<file path="src/rtl/core/p256fm_pkg.sv">
package p256fm_pkg;

  localparam int LIMB_W    = 32;
  localparam int NUM_LIMBS = 8;
  localparam int PROD_BITS = 2 * NUM_LIMBS * LIMB_W;
  localparam int FIELD_W   = NUM_LIMBS * LIMB_W;
  localparam int CNT_W     = $clog2(PROD_BITS);

  typedef logic [LIMB_W-1:0]                 limb_t;
  typedef logic [2*LIMB_W-1:0]               dlimb_t;
  typedef logic [FIELD_W-1:0]                fe_t;
  typedef logic [NUM_LIMBS-1:0][LIMB_W-1:0]  opnd_t;
  typedef logic [2*NUM_LIMBS-1:0][LIMB_W-1:0] prod_t;
  typedef logic [CNT_W-1:0]                  cnt_t;

  // p = 2^256 - 2^224 + 2^192 + 2^96 - 1
  localparam fe_t P256 =
    256'hffffffff_00000001_00000000_00000000_00000000_ffffffff_ffffffff_ffffffff;

  localparam logic [5:0] MUL_LAST = 6'd63;
  localparam cnt_t       RED_LAST = cnt_t'(PROD_BITS - 1);

endpackage

</file>
<file path="src/rtl/core/p256fm_mac.sv">
module p256fm_mac (
  input  p256fm_pkg::limb_t  a,
  input  p256fm_pkg::limb_t  b,
  input  p256fm_pkg::limb_t  acc,
  input  p256fm_pkg::limb_t  carry,
  output p256fm_pkg::dlimb_t sum
);
  import p256fm_pkg::*;

  dlimb_t prod;

  // a*b + acc + carry never exceeds 2^64 - 1
  assign prod = dlimb_t'(a) * dlimb_t'(b);
  assign sum  = prod + dlimb_t'(acc) + dlimb_t'(carry);

endmodule

</file>
<file path="config.mk">
export PLATFORM = sky130hd
export DESIGN_NAME = p256fm_mac
export DESIGN_NICKNAME = d
export VERILOG_FILES = /design/src/rtl/core/p256fm_pkg.sv /design/src/rtl/core/p256fm_mac.sv
export SDC_FILE = /design/constraint.sdc
export NUM_CORES = 2
export LEC_CHECK = 0
export ABC_AREA = 1
export ABC_CLOCK_PERIOD_IN_PS = 8000
export BUFFER_PORTS_ARGS = -buffer_cell sky130_fd_sc_hd__buf_4
export CAP_MARGIN = 30
export CORE_AREA = 4 4 225 391
export DETAILED_ROUTE_END_ITERATION = 12
export DIE_AREA = 0 0 229 395
export GPL_TIMING_DRIVEN = 0
export PLACE_DENSITY = 0.65
export SLEW_MARGIN = 20
export SYNTH_ARGS = -nofsm -noshare
export SYNTH_HDL_FRONTEND = slang
export SYNTH_SLANG_ARGS = --single-unit
</file>
<file path="constraint.sdc">
create_clock -name vclk -period 8
set_input_delay 1.2 -clock vclk [all_inputs]
set_output_delay 1.2 -clock vclk [all_outputs]
set_load 0.005 [all_outputs]
</file>
==> flow_summary.json <==
{
  "floorplan.die.width_um": 229,
  "sequential_cell_total": 0,
  "ant_nets": 0,
  "final_nets": 6912,
  "crit_buf_inv": 11,
  "hold_path_startpoint": "carry[0]",
  "summed_instance_area_of_the_synthesized_netlist_um2": 37800,
  "highest_clock_frequency_the_design_can_meet_ghz": 0.111,
  "tightest_slew_ns": 0.529,
  "worst_slack_ns": -1.00,
  "worst_setup_path_end_kind": "output pin",
  "met3WireLength_mm": 17.9,
  "critical-path-slowest-cell": "fa_2",
  "finalSetupViolations": 52,
  "crit_path_start": "a[24]",
  "clkbuf_count": 0,
  "route.detailed.drc": 0,
  "drive_above_1_share": 0.233,
  "worstHoldPathType": "input pin to output pin",
  "synthesis.yosys.warnings": 0,
  "dieArea_um2": 90500,
  "nFillCells": 7431,
  "first_global_vias": 37800,
  "run_status": "complete, but fails checks",
  "path_delay_family": "adder cells",
  "timing.final.crit_share": 1.13,
  "synth-seq-area-share": 0,
  "postLayoutCellArea_um2": 48500,
  "sequential_cell_area_um2": 0,
  "cp_slowest_stage_delay_ns": 0.60,
  "worstPathArrival_ns": 7.80,
  "place.port_buffers": 192,
  "grt_start_max_net_pins": 11,
  "wirelength_mm": 169,
  "multi_input_area_um2": 33000,
  "synthesis.instances": 5133,
  "syn_area_per_cell_um2": 7.36,
  "drt-met1-wl_mm": 49.6,
  "grt_util_all_layers": 0.366,
  "post_synth_num_cell_types": 22,
  "vias": 35400,
  "syn_to_final_growth_pct": 28.2,
  "setup.worst_path.start_class": "input pin",
  "core_region_area_um2": 84700,
  "fin_crit_ns": 9.00,
  "route.detailed.vias_per_inst": 5.34,
  "initial_utilization": 0.446,
  "final-max-slew-violation-count": 0,
  "critical-path-top-cell-by-count": "fa_1",
  "topRoutingLayerUsed": "met5",
  "crit_fanout": 5,
  "number_of_drc_markers_in_iteration_0": 3174,
  "first_pass_grt_wire_length_mm": 240,
  "max-slew-margin-rel": 0.647,
  "crit_path_required_time_ns": 6.80,
  "die_height_um": 395,
  "mappedNetlistNets": 6496,
  "antenna_found_initial": 7,
  "grt_overflow_total": 0,
  "detail_route.first_pass.iterations": 6,
  "place_hpwl_mm": 135,
  "cap_violations": 0,
  "failed_checks": "setup timing",
  "tns_ns": -39.96,
  "hold-worst-slack_ns": 2.70,
  "routedWlPerCell_um": 25.5,
  "gpl.final_weighted_congestion": 1.11,
  "met2_wirelength_mm": 77.4,
  "placement.cell_area_um2": 40900,
  "final-hold-violation-count": 0,
  "critical_path_class": "input pin to output pin",
  "placementRows": 141,
  "io-pin-count": 192,
  "rsz_0062_raised_after_global_routing": "true"
}
[cells in the mapped netlist]
| master | number | share of area |
|---|---|---|
| inv_1 | 1812 | 0.18 |
| nand2_1 | 1591 | 0.16 |
| fa_1 | 959 | 0.51 |
| ha_1 | 276 | 0.091 |
| clkbuf_1 | 192 | 0.019 |
| nor2_1 | 100 | 0.0099 |
| nand3_1 | 56 | 0.0074 |
| a21oi_1 | 40 | 0.0053 |
| xor2_1 | 32 | 0.0074 |
| nand4_1 | 15 | 0.0025 |
| nor2_2 | 12 | 0.0020 |
| nor3_1 | 11 | 0.0015 |
| o21bai_1 | 10 | 0.0020 |
| nand2_2 | 8 | 0.0013 |
| nor3_2 | 5 | 0.0013 |
| nand3_2 | 4 | 0.0011 |
| xnor2_1 | 4 | 0.00093 |
| o21ai_0 | 2 | 0.00026 |
| inv_2 | 1 | 0.000099 |
| nor2_4 | 1 | 0.00030 |
| nor4_1 | 1 | 0.00017 |
| nor4_2 | 1 | 0.00033 |
[metrics by stage]
| step | worst slack, ns | cells | utilization |
|---|---|---|---|
| after global routing | -1.04 | 6619 | 0.572 |
| after global placement | -1.89 | 6397 | 0.481 |
| after floorplan | -0.00111 | 5133 | - |
| after CTS | -0.813 | 6544 | 0.546 |
| final | -1.00 | 6624 | 0.572 |
| after detailed placement | -1.79 | 6415 | 0.483 |
[what timing repair did]
| action | in CTS | in global routing |
|---|---|---|
| hold buffers | 0 | 0 |
| endpoints found under the setup margin | 55 | 54 |
| setup buffers | 127 | 74 |
| pin swaps | 234 | 349 |
| cloned | 2 | 2 |
| gates resized for setup | 1031 | 552 |
[final timing paths]
kind	end	slack (ns)	cells past startpoint
worst max-delay path	sum[34]	-1.00	28
worst min-delay path	sum[0]	2.70	3
[per-layer routing]
layer / track usage / vias up
li1: - / 14700
met3: 0.116 / 1001
met5: 0.00754 / -
met1: 0.364 / 17300
met4: 0.357 / 4
met2: 0.592 / 2304
[cell usage in the layout, fill, tap and decap left out, drive strengths merged]
| cell | Yosys | final |
|---|---|---|
| nand3 | 60 | 60 |
| xnor2 | 4 | 4 |
| ha | 276 | 276 |
| o21ai | 2 | 2 |
| fa | 959 | 959 |
| clkinv | 0 | 1 |
| xor2 | 32 | 32 |
| inv | 1813 | 1812 |
| nand2 | 1599 | 1599 |
| a21oi | 40 | 40 |
| nor3 | 16 | 16 |
| diode | 0 | 5 |
| o21bai | 10 | 10 |
| buf | 0 | 462 |
| nor2 | 113 | 113 |
| clkbuf | 192 | 144 |
| nor4 | 2 | 2 |
| nand4 | 15 | 15 |
[logic make-up (layout without fill, tap and decap cells)]
kind of cell,count (synthesis),in the layout,share of synthesized area
buffers and inverters,2005,2419,0.199
other,0,5,0
AOI/OAI and AO/OA,52,52,0.00755
and+or+nand+nor,1805,1805,0.186
xor gates and xnor gates,36,36,0.00834
adders and majority gates,1235,1235,0.599
[cell type report]
class	count	share of cell area
repair buffers	415	0.0847
multi-input cells	3128	0.681
diodes	5	0.000258
well taps	1072	0.0277
inverters	1813	0.141
plain buffers	191	0.0655
Power is not shown: default switching activity piles up to over one toggle a cycle in this logic, so the estimate is an artifact.
