File: config.mk
export PLATFORM = sky130hd
export DESIGN_NAME = p256fm_redstep
export DESIGN_NICKNAME = d
export VERILOG_FILES = /design/src/rtl/core/p256fm_pkg.sv /design/src/rtl/core/p256fm_redstep.sv
export SDC_FILE = /design/constraint.sdc
export NUM_CORES = 1
export LEC_CHECK = 0
export ABC_CLOCK_PERIOD_IN_PS = 3710
export BUFFER_PORTS_ARGS = -buffer_cell sky130_fd_sc_hd__buf_2
export CAP_MARGIN = 30
export CORE_AREA = 2 2 201 203
export DETAILED_ROUTE_END_ITERATION = 6
export DIE_AREA = 0 0 203 205
export PLACE_DENSITY = 0.41
export SYNTH_ARGS = -nofsm -noshare
export SYNTH_HDL_FRONTEND = slang
export SYNTH_SLANG_ARGS = --single-unit
File: constraint.sdc
create_clock -name vclk -period 3.71
set_input_delay 0.371 -clock vclk [all_inputs]
set_output_delay 0.371 -clock vclk [all_outputs]
set_load 0.005 [all_outputs]
File: src/rtl/core/p256fm_pkg.sv
package p256fm_pkg;

  localparam int LIMB_W    = 32;
  localparam int NUM_LIMBS = 8;
  localparam int PROD_BITS = 2 * NUM_LIMBS * LIMB_W;
  localparam int FIELD_W   = NUM_LIMBS * LIMB_W;
  localparam int CNT_W     = $clog2(PROD_BITS);

  typedef logic [LIMB_W-1:0]                 limb_t;
  typedef logic [2*LIMB_W-1:0]               dlimb_t;
  typedef logic [FIELD_W-1:0]                fe_t;
  typedef logic [NUM_LIMBS-1:0][LIMB_W-1:0]  opnd_t;
  typedef logic [2*NUM_LIMBS-1:0][LIMB_W-1:0] prod_t;
  typedef logic [CNT_W-1:0]                  cnt_t;

  // p = 2^256 - 2^224 + 2^192 + 2^96 - 1
  localparam fe_t P256 =
    256'hffffffff_00000001_00000000_00000000_00000000_ffffffff_ffffffff_ffffffff;

  localparam logic [5:0] MUL_LAST = 6'd63;
  localparam cnt_t       RED_LAST = cnt_t'(PROD_BITS - 1);

endpackage

File: src/rtl/core/p256fm_redstep.sv
module p256fm_redstep (
  input  p256fm_pkg::fe_t rem_in,
  input  logic            bit_in,
  output p256fm_pkg::fe_t rem_out
);
  import p256fm_pkg::*;

  logic [FIELD_W:0]   shifted;
  logic [FIELD_W+1:0] diff;

  // rem_in < p, so the shifted value is below 2p and one subtract suffices
  assign shifted = {rem_in, bit_in};
  assign diff    = {1'b0, shifted} - {2'b00, P256};
  assign rem_out = diff[FIELD_W+1] ? shifted[FIELD_W-1:0] : diff[FIELD_W-1:0];

endmodule

==> impl_metrics.yaml <==
finish:
  area.growth.synth_to_final_pct: 109
  regArea_um2: 0
  fin_nets: 2223
  nFlopsAndLatches: 0
  clock_buffers: 0
  drive_above_1_share_pct: 54.5
critical_path:
  crit_family: "simple AND/OR/NAND/NOR gates"
  cp_slowest_cell: "or4_4"
  required_ps: 3340
  critPathLaunchType: "input pin"
  max_stage_delay_ps: 540
  cp_common_cell: "or4_4"
  critPathBufInv: 5
  worstPathCellList: "buf_6 > or4_4 > or4_4 > or3_4 > or4_4 > o31a_1 > buf_6 > nor2_4 > buf_8 > buf_12 > nor2_1 > xor2_1 > buf_2"
  cp-end-kind: "output pin"
  cp.arrival_ps: 3750
  crit_start: "rem_in[122]"
  worstPathMaxFanout: 10
  worstSetupPathType: "in -> out"
floorplanning:
  ios: 513
  initial_core_util_pct: 18.3
  die_y_um: 205
  rows: 73
  core_area_mm2: 0.0394
  die_w_um: 203
  dieArea_mm2: 0.0416
power_and_ir_drop:
  p_clk_share_pct: 0
  switching_share_pct: 54.4
  pwr-share-comb_pct: 100.0
  pwr-share-seq_pct: 0
  report.power.total_w: 0.00108
  internal-power_w: 0.000492
  leakagePower_nw: 6.49
  p_per_area_mw_per_mm2: 71.4
  power.switching_w: 0.000586
  peakVddDrop_mv: 0.0413
sta:
  hold_violations: 0
  fin_crit_sh_pct: 111
  period_minus_slack_ps: 4120
  finalSetupViolCount: 256
  hold_ws_ps: 1000
  worstMarginPinSlew_ps: 834
  maxSlewHeadroom_pct: 43.9
  rsz0062_at_grt: "true"
  fmaxAchievable_mhz: 243
  drv_slew: 0
  setup_slack_ps: -413
detailed_routing:
  drc: 0
  wl_per_cell_um: 22.6
  antenna_left: 0
  drt-pass1-iter-count: 5
  drt_iter0_drc: 687
  wl_um: 56400
  viasPerCell: 5.09
  via_count: 12673
synth:
  synth_largest_area_cell: "xor2_1"
  synth_top_area_share_pct: 17.7
  ys_top_cells_by_area: "xor2_1 18%, xnor2_1 13%, nor4_1 8.8%"
  ys_seq_area_share_pct: 0
  netlist_area_mm2: 0.00722
  ys_top_cells_by_count: "146 x xor2_1, 127 x nand2_1, 119 x nor2_1, 107 x xnor2_1, 106 x nor3_1"
  yosys_warnings: 0
  synthCells: 1163
  syn_nets: 1421
  post-synth-top-count-cell: "xor2_1"
  synth_area_per_cell_um2: 6.21
  yosysUniqueCellTypes: 58
global_route:
  grt_pass1_vias: 12833
  grt_pass1_wl_um: 80500
  antenna_found_initial: 4
  gr-usage-all-layers_pct: 25.3
  grt.overflow.total: 0
  grt_max_degree: 21
place:
  hpwl_um: 48400
  portBuffers: 513
  place_congestion: 0.979
  dp_slack_ps: -611
min_path:
  min_from: "rem_in[123]"
  whs_path_depth: 3
  min_to: "rem_out[124]"
  hold_class: "in -> out"
job:
  cap_violations: 0
outcome:
  status: "finished, violations left"
  failed_checks: "negative setup slack"
==> per-stage QoR <==
stage                     area, um^2  util [%]  TNS [ps]  std cells
after floorplan                 7790         -    -16130       1163
after global placement         13200      33.7   -115470       2459
after detailed placement       13200      33.7   -118750       2459
after CTS                      14200      36.0    -62100       2472
after global routing           15100      38.4    -89330       2489
final                          15100      38.4    -68570       2490
==> power groups by stage <==
| stage | Clock, W | Combinational, W | Sequential, W |
|---|---|---|---|
| final | 0.0000000000723 | 0.00108 | 0 |
| after global routing | 0.0000000000360 | 0.00116 | 0 |
| after CTS | 0 | 0.00104 | 0 |
| after detailed placement | 0 | 0.000981 | 0 |
| after global placement | 0 | 0.000982 | 0 |
| after floorplan | 0 | 0.000306 | 0 |
==> logic make-up (layout without fill, tap and decap cells) <==
logic type	count (synthesis)	count (layout)	share of synthesized area, %
compound gates	66	67	7.55
xor+xnor	253	253	30.7
simple gates	788	790	58.4
buf+inv	55	852	3.24
other cells	0	2	0
fa+ha+maj	1	1	0.173
==> per-layer routing <==
metal / share of wire, % / GRT usage [%] / wire [um] / vias up
met2: 50 / 46.3 / 28100 / 510
li1: - / - / - / 6016
met3: 5.8 / 2.94 / 3280 / 73
met1: 42 / 32.0 / 23700 / 6072
met5: 0.021 / 0 / 12 / -
met4: 2.1 / 4.61 / 1210 / 2
==> final cells by class <==
cell class / instances / area, um^2
fillers: 4295 / 24300
multi-input cells: 1111 / 8890
repair buffers: 834 / 5490
well taps: 525 / 657
inverters: 18 / 67.6
diodes: 2 / 5.00
==> worst max-delay path by stage <==
stage	cells past startpoint	slack, ps	end
2_1_floorplan	11	-170	rem_out[176]
3_3_place_gp	13	-650	rem_out[202]
3_5_place_dp	13	-610	rem_out[7]
4_1_cts	14	-380	rem_out[7]
5_1_grt	13	-470	rem_out[229]
6_report	13	-410	rem_out[4]
==> what timing repair did <==
| item | CTS | global route |
|---|---|---|
| buffers inserted | 12 | 15 |
| pin swaps | 53 | 125 |
| hold buffers | 0 | 0 |
| gates resized for setup | 140 | 144 |
| endpoints found under the setup margin | 256 | 256 |
| cloned | 5 | 3 |
==> tightest hold or removal path, stage by stage <==
cell and delay, ps:
buf_6 80, xor2_1 60, buf_2 120
==> cells in the final DEF, fill, tap and decap left out, types with 8 or more instances in the layout <==
cell | Yosys | final
buf_2 | 10 | 507
buf_4 | 2 | 262
xor2_1 | 146 | 141
nand2_1 | 127 | 111
nor2_1 | 119 | 103
nand4_1 | 99 | 99
nor3_1 | 106 | 79
nor4_1 | 102 | 79
xnor2_1 | 107 | 59
nand3_1 | 81 | 52
xnor2_2 | 0 | 42
buf_6 | 1 | 34
or3_1 | 31 | 29
or4_1 | 29 | 22
and3_1 | 26 | 22
inv_1 | 18 | 18
nand3_4 | 0 | 18
buf_12 | 0 | 18
nor2_4 | 0 | 17
nor3_2 | 0 | 16
nor4_2 | 1 | 12
nor4_4 | 0 | 12
nor3_4 | 0 | 11
nand3_2 | 0 | 11
and4_1 | 9 | 9
buf_8 | 0 | 9
or2_2 | 8 | 8
Power figures use the tool's default switching activity.
